`src/rtl/poc_pkg.sv`:
```
package poc_pkg;

    localparam int unsigned CHANNELS    = 8;
    localparam int unsigned SAMPLE_BITS = 12;
    localparam int unsigned FILT_BITS   = 16;
    localparam int unsigned THR_BITS    = 6;
    localparam int unsigned DIS_BITS    = 18;

    localparam logic [THR_BITS-1:0]  NOISE_LEVEL = THR_BITS'(50);
    localparam logic [FILT_BITS-1:0] SIDE_LEVEL  = FILT_BITS'(40 * 16);
    localparam logic [FILT_BITS-1:0] NEAR_LEVEL  = FILT_BITS'(5 * 16);

    typedef struct packed {
        logic above;
        logic band;
        logic quiet;
    } t_lane_stat;

    typedef struct packed {
        logic obstacle;
        logic side;
    } t_flags;

endpackage

```
`src/rtl/poc_if.sv`:
```
interface poc_sweep_if;
    import poc_pkg::*;
    logic                         valid;
    logic                         ready;
    logic [SAMPLE_BITS-1:0]       sample_0;
    logic [SAMPLE_BITS-1:0]       sample_1;
    logic [SAMPLE_BITS-1:0]       sample_2;
    logic [SAMPLE_BITS-1:0]       sample_3;
    logic [SAMPLE_BITS-1:0]       sample_4;
    logic [SAMPLE_BITS-1:0]       sample_5;
    logic [SAMPLE_BITS-1:0]       sample_6;
    logic [SAMPLE_BITS-1:0]       sample_7;
    logic [THR_BITS-1:0]          threshold_lower;
    logic signed [1:0]            side_pref;
    logic                         clear_side_first;

    modport source (
        output valid, sample_0, sample_1, sample_2, sample_3, sample_4, sample_5,
               sample_6, sample_7, threshold_lower, side_pref, clear_side_first,
        input  ready
    );
    modport sink (
        input  valid, sample_0, sample_1, sample_2, sample_3, sample_4, sample_5,
               sample_6, sample_7, threshold_lower, side_pref, clear_side_first,
        output ready
    );
endinterface

interface poc_result_if;
    import poc_pkg::*;
    logic                       valid;
    logic                       ready;
    logic                       obstacle;
    logic                       side_obstacle;
    logic signed [DIS_BITS-1:0] dis_x;
    logic signed [DIS_BITS-1:0] dis_y;
    logic                       turn_dir;

    modport source (
        output valid, obstacle, side_obstacle, dis_x, dis_y, turn_dir,
        input  ready
    );
    modport sink (
        input  valid, obstacle, side_obstacle, dis_x, dis_y, turn_dir,
        output ready
    );
endinterface

```
`src/rtl/proximity_obstacle_classifier.sv`:
```
// An accepted sweep item is held in the lane and flag stage registers, then moves to the output registers.
// Throughput: one item per cycle while the result side takes items.
// The eight filter lanes update their state in the accept cycle; the
// forward and lateral sums are formed from the held distances and registered as the item moves to the output.
// Reset clears all filter, raw, held distance and flag state and empties the pipeline.
module proximity_obstacle_classifier
    import poc_pkg::*;
(
    input  logic         i_clk,
    input  logic         i_rst_n,
    poc_sweep_if.sink    i_sweep,
    poc_result_if.source o_result
);

    logic [SAMPLE_BITS-1:0] samples [CHANNELS];
    t_lane_stat             stat    [CHANNELS];
    logic [FILT_BITS-1:0]   held    [CHANNELS];
    t_flags                 flags;
    logic                   accept;
    logic                   a_move;

    logic                        r_obst;
    logic                        r_side;
    logic                        r_a_valid;
    logic                        r_out_valid;
    logic                        r_out_obst;
    logic                        r_out_side;
    logic signed [DIS_BITS-1:0]  r_dis_x;
    logic signed [DIS_BITS-1:0]  r_dis_y;
    logic                        r_turn;
    logic signed [DIS_BITS-1:0]  n_dis_x;
    logic signed [DIS_BITS-1:0]  n_dis_y;
    logic                        n_a_valid;
    logic                        n_out_valid;

    assign samples[0] = i_sweep.sample_0;
    assign samples[1] = i_sweep.sample_1;
    assign samples[2] = i_sweep.sample_2;
    assign samples[3] = i_sweep.sample_3;
    assign samples[4] = i_sweep.sample_4;
    assign samples[5] = i_sweep.sample_5;
    assign samples[6] = i_sweep.sample_6;
    assign samples[7] = i_sweep.sample_7;

    assign a_move         = r_a_valid && (!r_out_valid || o_result.ready);
    assign i_sweep.ready  = !r_a_valid || a_move;
    assign accept         = i_sweep.valid && i_sweep.ready;

    for (genvar g = 0; g < CHANNELS; g++) begin : g_lane
        poc_lane u_lane (
            .i_clk    (i_clk),
            .i_rst_n  (i_rst_n),
            .i_en     (accept),
            .i_sample (samples[g]),
            .i_thr    (i_sweep.threshold_lower),
            .o_stat   (stat[g]),
            .o_held   (held[g])
        );
    end

    poc_merge u_merge (
        .i_stat       (stat),
        .i_side_pref  (i_sweep.side_pref),
        .i_clear_side (i_sweep.clear_side_first),
        .i_obst_prev  (r_obst),
        .i_side_prev  (r_side),
        .o_flags      (flags)
    );

    always_comb begin
        n_dis_x = DIS_BITS'(0) - DIS_BITS'(held[0]) - DIS_BITS'(held[1][FILT_BITS-1:1])
                  - DIS_BITS'(held[7][FILT_BITS-1:1]);
        n_dis_y = DIS_BITS'(held[1][FILT_BITS-1:1]) + DIS_BITS'(held[2][FILT_BITS-1:1])
                  + DIS_BITS'(held[3][FILT_BITS-1:1]) - DIS_BITS'(held[5][FILT_BITS-1:1])
                  - DIS_BITS'(held[6][FILT_BITS-1:1]) - DIS_BITS'(held[7][FILT_BITS-1:1]);
        n_a_valid   = accept || (r_a_valid && !a_move);
        n_out_valid = a_move || (r_out_valid && !o_result.ready);
    end

    always_ff @(posedge i_clk) begin
        if (!i_rst_n) begin
            r_obst      <= 1'b0;
            r_side      <= 1'b0;
            r_a_valid   <= 1'b0;
            r_out_valid <= 1'b0;
        end else begin
            r_a_valid   <= n_a_valid;
            r_out_valid <= n_out_valid;
            if (accept) begin
                r_obst <= flags.obstacle;
                r_side <= flags.side;
            end
        end
    end

    always_ff @(posedge i_clk) begin
        if (a_move) begin
            r_out_obst <= r_obst;
            r_out_side <= r_side;
            r_dis_x    <= n_dis_x;
            r_dis_y    <= n_dis_y;
            r_turn     <= held[1] > held[7];
        end
    end

    assign o_result.valid         = r_out_valid;
    assign o_result.obstacle      = r_out_obst;
    assign o_result.side_obstacle = r_out_side;
    assign o_result.dis_x         = r_dis_x;
    assign o_result.dis_y         = r_dis_y;
    assign o_result.turn_dir      = r_turn;

    a_accept_fills: assert property (@(posedge i_clk) disable iff (!i_rst_n)
        accept |=> r_a_valid)
        else $error("accepted item did not reach the flag stage");

    a_stage_holds: assert property (@(posedge i_clk) disable iff (!i_rst_n)
        (r_a_valid && !a_move) |=> (r_a_valid && $stable(r_obst) && $stable(r_side)))
        else $error("stalled flag stage was overwritten");

    a_reset_empty: assert property (@(posedge i_clk)
        !i_rst_n |=> (!o_result.valid && !r_a_valid))
        else $error("pipeline not empty after reset");

    a_dis_x_sign: assert property (@(posedge i_clk) disable iff (!i_rst_n)
        o_result.valid |-> (o_result.dis_x[DIS_BITS-1] || (o_result.dis_x == '0)))
        else $error("forward sum is positive");

endmodule

```
`src/rtl/poc_lane.sv`:
```
module poc_lane
    import poc_pkg::*;
(
    input  logic                   i_clk,
    input  logic                   i_rst_n,
    input  logic                   i_en,
    input  logic [SAMPLE_BITS-1:0] i_sample,
    input  logic [THR_BITS-1:0]    i_thr,
    output t_lane_stat             o_stat,
    output logic [FILT_BITS-1:0]   o_held
);

    logic [FILT_BITS-1:0]   r_filt;
    logic [SAMPLE_BITS-1:0] r_raw;
    logic [FILT_BITS-1:0]   r_held;
    logic [FILT_BITS-1:0]   n_filt;
    logic [FILT_BITS-1:0]   n_held;
    logic [FILT_BITS+3:0]   scaled;
    logic [FILT_BITS:0]     sum;
    logic [FILT_BITS-1:0]   level;
    logic                   above;
    logic                   band;

    // 14 * y_prev is 16 * y_prev minus 2 * y_prev.
    always_comb begin
        scaled = {r_filt, 4'b0000} - {3'b000, r_filt, 1'b0};
        sum    = {1'b0, scaled[FILT_BITS+3:4]} + (FILT_BITS+1)'(i_sample)
                 + (FILT_BITS+1)'(r_raw);
        n_filt = sum[FILT_BITS-1:0];
        level  = FILT_BITS'({NOISE_LEVEL - i_thr, 4'b0000});
        // A threshold above the noise level makes the level negative.
        above  = (i_thr > NOISE_LEVEL) || (n_filt > level);
        band   = !above && (n_filt > SIDE_LEVEL);
        o_stat.above = above;
        o_stat.band  = band;
        o_stat.quiet = !above && !band;
        if (n_filt < NEAR_LEVEL) begin
            n_held = '0;
        end else if (above) begin
            n_held = n_filt;
        end else begin
            n_held = r_held;
        end
    end

    always_ff @(posedge i_clk) begin
        if (!i_rst_n) begin
            r_filt <= '0;
            r_raw  <= '0;
            r_held <= '0;
        end else if (i_en) begin
            r_filt <= n_filt;
            r_raw  <= i_sample;
            r_held <= n_held;
        end
    end

    assign o_held = r_held;

endmodule

```
`src/rtl/poc_merge.sv`:
```
module poc_merge
    import poc_pkg::*;
(
    input  t_lane_stat        i_stat [CHANNELS],
    input  logic signed [1:0] i_side_pref,
    input  logic              i_clear_side,
    input  logic              i_obst_prev,
    input  logic              i_side_prev,
    output t_flags            o_flags
);

    logic en1;
    logic en7;
    logic early_obst;
    logic any_band;
    logic all_quiet;
    logic side_start;

    // Channel 7 comes after every side channel, so only channels 0 and 1 reach the side test.
    always_comb begin
        en1        = i_side_pref[1] || (i_side_pref == 2'sb00);
        en7        = !i_side_pref[1];
        early_obst = i_obst_prev || i_stat[0].above || (en1 && i_stat[1].above);
        any_band   = i_stat[2].band || i_stat[3].band || i_stat[5].band || i_stat[6].band;
        all_quiet  = i_stat[2].quiet && i_stat[3].quiet && i_stat[5].quiet && i_stat[6].quiet;
        side_start = i_clear_side ? 1'b0 : i_side_prev;
        o_flags.obstacle = i_stat[0].above || (en1 && i_stat[1].above)
                           || (en7 && i_stat[7].above);
        if (all_quiet) begin
            o_flags.side = 1'b0;
        end else if (any_band) begin
            o_flags.side = !early_obst;
        end else begin
            o_flags.side = side_start;
        end
    end

endmodule
```
`src/flat_wrapper.sv`:
```
// flat-port wrapper written by rule: the top's interface ports become plain ports
module proximity_obstacle_classifier_flat import poc_pkg::*;
  (i_clk, i_rst_n, i_sweep_valid, i_sweep_sample_0, i_sweep_sample_1, i_sweep_sample_2, i_sweep_sample_3, i_sweep_sample_4, i_sweep_sample_5, i_sweep_sample_6, i_sweep_sample_7, i_sweep_threshold_lower, i_sweep_side_pref, i_sweep_clear_side_first, i_sweep_ready, o_result_valid, o_result_obstacle, o_result_side_obstacle, o_result_dis_x, o_result_dis_y, o_result_turn_dir, o_result_ready);
  poc_sweep_if i_sweep_i ();
  poc_result_if o_result_i ();
  input  logic i_clk;
  input  logic i_rst_n;
  input wire logic [$bits(i_sweep_i.valid)-1:0] i_sweep_valid;
  input wire logic [$bits(i_sweep_i.sample_0)-1:0] i_sweep_sample_0;
  input wire logic [$bits(i_sweep_i.sample_1)-1:0] i_sweep_sample_1;
  input wire logic [$bits(i_sweep_i.sample_2)-1:0] i_sweep_sample_2;
  input wire logic [$bits(i_sweep_i.sample_3)-1:0] i_sweep_sample_3;
  input wire logic [$bits(i_sweep_i.sample_4)-1:0] i_sweep_sample_4;
  input wire logic [$bits(i_sweep_i.sample_5)-1:0] i_sweep_sample_5;
  input wire logic [$bits(i_sweep_i.sample_6)-1:0] i_sweep_sample_6;
  input wire logic [$bits(i_sweep_i.sample_7)-1:0] i_sweep_sample_7;
  input wire logic [$bits(i_sweep_i.threshold_lower)-1:0] i_sweep_threshold_lower;
  input wire logic [$bits(i_sweep_i.side_pref)-1:0] i_sweep_side_pref;
  input wire logic [$bits(i_sweep_i.clear_side_first)-1:0] i_sweep_clear_side_first;
  output wire logic [$bits(i_sweep_i.ready)-1:0] i_sweep_ready;
  output wire logic [$bits(o_result_i.valid)-1:0] o_result_valid;
  output wire logic [$bits(o_result_i.obstacle)-1:0] o_result_obstacle;
  output wire logic [$bits(o_result_i.side_obstacle)-1:0] o_result_side_obstacle;
  output wire logic [$bits(o_result_i.dis_x)-1:0] o_result_dis_x;
  output wire logic [$bits(o_result_i.dis_y)-1:0] o_result_dis_y;
  output wire logic [$bits(o_result_i.turn_dir)-1:0] o_result_turn_dir;
  input wire logic [$bits(o_result_i.ready)-1:0] o_result_ready;
  assign i_sweep_i.valid = i_sweep_valid;
  assign i_sweep_i.sample_0 = i_sweep_sample_0;
  assign i_sweep_i.sample_1 = i_sweep_sample_1;
  assign i_sweep_i.sample_2 = i_sweep_sample_2;
  assign i_sweep_i.sample_3 = i_sweep_sample_3;
  assign i_sweep_i.sample_4 = i_sweep_sample_4;
  assign i_sweep_i.sample_5 = i_sweep_sample_5;
  assign i_sweep_i.sample_6 = i_sweep_sample_6;
  assign i_sweep_i.sample_7 = i_sweep_sample_7;
  assign i_sweep_i.threshold_lower = i_sweep_threshold_lower;
  assign i_sweep_i.side_pref = i_sweep_side_pref;
  assign i_sweep_i.clear_side_first = i_sweep_clear_side_first;
  assign i_sweep_ready = i_sweep_i.ready;
  assign o_result_valid = o_result_i.valid;
  assign o_result_obstacle = o_result_i.obstacle;
  assign o_result_side_obstacle = o_result_i.side_obstacle;
  assign o_result_dis_x = o_result_i.dis_x;
  assign o_result_dis_y = o_result_i.dis_y;
  assign o_result_turn_dir = o_result_i.turn_dir;
  assign o_result_i.ready = o_result_ready;
  proximity_obstacle_classifier u_core (.i_clk(i_clk), .i_rst_n(i_rst_n), .i_sweep(i_sweep_i), .o_result(o_result_i));
endmodule
```
`config.mk`:
```
export PLATFORM = sky130hd
export DESIGN_NAME = proximity_obstacle_classifier_flat
export DESIGN_NICKNAME = d
export VERILOG_FILES = /design/src/rtl/poc_pkg.sv /design/src/rtl/poc_if.sv /design/src/rtl/proximity_obstacle_classifier.sv /design/src/rtl/poc_lane.sv /design/src/rtl/poc_merge.sv /design/src/flat_wrapper.sv
export SDC_FILE = /design/constraint.sdc
export NUM_CORES = 1
export LEC_CHECK = 0
export ABC_AREA = 1
export BUFFER_PORTS_ARGS = -buffer_cell sky130_fd_sc_hd__clkbuf_2
export CAP_MARGIN = 20
export CORE_ASPECT_RATIO = 1.4
export CORE_MARGIN = 3
export CORE_UTILIZATION = 35
export CTS_BUF_LIST = sky130_fd_sc_hd__clkbuf_2
export CTS_CLUSTER_DIAMETER = 30
export DETAILED_ROUTE_END_ITERATION = 16
export HOLD_SLACK_MARGIN = 0.12
export SYNTH_ARGS = -nofsm -noshare
export SYNTH_HDL_FRONTEND = slang
export SYNTH_HIERARCHICAL = 1
export SYNTH_SLANG_ARGS = --single-unit
```
`constraint.sdc`:
```
create_clock -name i_clk -period 7.8 [get_ports i_clk]
set_clock_uncertainty 0.05 [all_clocks]
set_input_delay 0.39 -clock i_clk [delete_from_list [all_inputs] [get_ports i_clk]]
set_output_delay 0.39 -clock i_clk [all_outputs]
set_load 0.02 [all_outputs]
```
==> results.py <==
metrics = {
    "synth": {
        "synth_area_um2": 32730,
        "synthCells": 4693,
        "syn_nets": 5250,
        "postSynthAreaPerCell_um2": 6.974,
        "ys_warn_count": 6,
    },
    "clock_tree": {
        "numCtsBuffers": 107,
        "cts.sinks": 347,
        "cts_tree": "yes",
        "clock-root-buffer": "clkbuf_2",
        "cts_setup_buffers": 0,
        "htree_num_levels": 3,
        "clk_latency_ns": 1.28,
        "clk_pin_slew_ns": 0.11,
        "cts_max_path_buffers": 3,
        "cts_resized": 0,
    },
    "placement": {
        "placed_area_um2": 34510,
        "hpwl_mm": 73.88,
        "post-place-ws_ns": 1.973,
        "globalplace.congestion": 0.9026,
        "numPortBuffers": 137,
    },
    "timing": {
        "max_freq_mhz": 142.7,
        "drv_slew": 0,
        "timing.final.crit_share": 0.8983,
        "finalSetupViolCount": 0,
        "worstMarginPinSlew_ns": 0.8530,
        "rsz0062_at_grt": "false",
        "slew_headroom": 0.4313,
        "final_hold_viol_count": 0,
        "layout_setup_ws_ns": 0.7933,
        "fin_crit_ns": 7.007,
        "finalSetupTns_ns": 0,
    },
    "global_routing": {
        "grt_antenna_before_repair": 5,
        "grt_pass1_vias": 30320,
        "grt_use_total": 0.1986,
        "grt_max_degree": 126,
        "grt-ovfl-total": 0,
        "grt_pass1_wl_mm": 154.8,
    },
    "setup_path": {
        "required_ns": 8.92,
        "crit_start": "u_core/g_lane[3].u_lane/r_filt[4]$_SDFFE_PN0P_",
        "endpoint_kind": "register",
        "worst_path_most_repeated_cell": "nand2_1",
        "slowest_delay_ns": 0.60,
        "start_kind": "register",
        "setup.reg_to_reg.worst_slack_ns": 0.79,
        "r2r-end": "u_core/r_side$_SDFFE_PN0P_",
        "endpoint": "u_core/r_side$_SDFFE_PN0P_",
        "rr_startpoint": "u_core/g_lane[3].u_lane/r_filt[4]$_SDFFE_PN0P_",
        "critical_path.slowest_cell": "dlygate4sd3_1",
        "crit_arrival_ns": 8.12,
        "reg2regPathDepth": 28,
        "worstSetupPathType": "register to register",
        "critical_path.max_fanout": 5,
    },
    "floorplanning": {
        "start_util": 0.3533,
        "fp.dieW_um": 264.5,
        "rows": 132,
        "coreArea_um2": 92650,
        "dieArea_um2": 97270,
        "boundaryPins": 150,
        "die_y_um": 367.8,
    },
    "cells_and_area": {
        "fillers": 9771,
        "seqCellArea_um2": 7337,
        "syn2layout_area_growth_pct": 17.39,
        "drive_gt1_frac": 0.1155,
        "final_area_um2": 38420,
        "final_util": 0.4147,
        "multi_input_area_um2": 21850,
        "layout.nets": 5685,
    },
    "flow_run": {
        "drv_cap": 0,
    },
    "route": {
        "drt_iter0_drc": 1387,
        "drtAntennaViolNets": 0,
        "via_per_inst": 4.726,
        "drc": 0,
        "wl_per_cell_um": 14.99,
        "drtPass1Iterations": 5,
        "wl_mm": 96.35,
        "via_count": 30380,
    },
    "hold_path": {
        "hp-class": "input port to register",
    },
    "status": {
        "status": "complete, no violations",
    },
}
[cells in the final DEF, fill, tap and decap left out, types with 55 or more instances in the layout]
cell type / n
ha_1: 282
a21oi_2: 55
a21oi_1: 310
fa_1: 166
nand2_1: 1173
xor2_1: 120
xnor2_1: 74
clkbuf_2: 273
nand2_2: 67
dfxtp_1: 308
nor2_1: 456
inv_1: 767
o21ai_0: 222
nand3_1: 217
dlygate4sd3_1: 271
[how the worst min path moves through the flow]
stage,startpoint,end,cells after the start
final,i_sweep_sample_5[1],u_core/g_lane[5].u_lane/r_filt[1]$_SDFFE_PN0P_,6
after global placement,u_core/g_lane[6].u_lane/o_held[11]$_SDFFE_PN0P_,u_core/g_lane[6].u_lane/o_held[11]$_SDFFE_PN0P_,2
after global routing,i_sweep_sample_5[1],u_core/g_lane[5].u_lane/r_filt[1]$_SDFFE_PN0P_,6
after floorplan,u_core/r_side$_SDFFE_PN0P_,u_core/o_result.side_obstacle$_DFFE_PP_,0
after CTS,i_sweep_sample_5[1],u_core/g_lane[5].u_lane/r_filt[1]$_SDFFE_PN0P_,6
after detailed placement,u_core/g_lane[3].u_lane/o_held[12]$_SDFFE_PN0P_,u_core/g_lane[3].u_lane/o_held[12]$_SDFFE_PN0P_,2
[state kept, by name, summed over array words and instances (netlist names)]
register and flops:
u_core/g_lane.u_lane/o_held 108, u_core/o_result.dis_y 18, u_core/o_result.valid 1, u_core/r_obst 1, u_core/o_result.obstacle 1, u_core/r_side 1
u_core/g_lane.u_lane/r_raw 84, u_core/o_result.dis_x 18, u_core/r_a_valid 1, u_core/o_result.side_obstacle 1, u_core/g_lane.u_lane/r_filt 112, u_core/o_result.turn_dir 1
[layer usage]
layer,wire length [um],track usage,vias up
li1,-,-,15680
met1,39990,0.2282,13900
met2,47550,0.3548,583
met3,3745,0.02854,215
met4,5062,0.1066,0
met5,0,0,-
[cell type report]
type                            instances  area share
Antenna cell                            4   0.0002605
Timing Repair Buffer                  418     0.09154
Sequential cell                       347      0.1910
Inverter                              805     0.07884
Multi-Input combinational cell       3449      0.5687
Clock inverter                         63     0.01260
Tap cell                             1206     0.03927
Clock buffer                          137     0.01785
[critical path: cells and delay by family (launching register included)]
| kind | cells | cell delay [ns] |
|---|---|---|
| compound gates | 8 | 1.36 |
| flops | 1 | 0.37 |
| simple gates | 10 | 1.62 |
| fa+ha+maj | 4 | 1.68 |
| buf+inv | 4 | 1.32 |
| xor+xnor | 2 | 0.50 |
[stage by stage]
| step | cells | hold WS, ns |
|---|---|---|
| 2_1_floorplan | 4693 | 0.3808 |
| 3_3_place_gp | 5953 | 0.4021 |
| 3_5_place_dp | 5953 | 0.4058 |
| 4_1_cts | 6425 | 0.1344 |
| 5_1_grt | 6428 | 0.2605 |
| 6_report | 6429 | 0.3550 |
[repair_timing]
item / 4_1_cts / 5_1_grt
endpoints found under the setup margin: 0 / 0
hold buffers: 272 / 0
endpoints found under the hold margin: 347 / 0
Power is not shown: default switching activity piles up to over one toggle a cycle in this logic, so the estimate is an artifact.
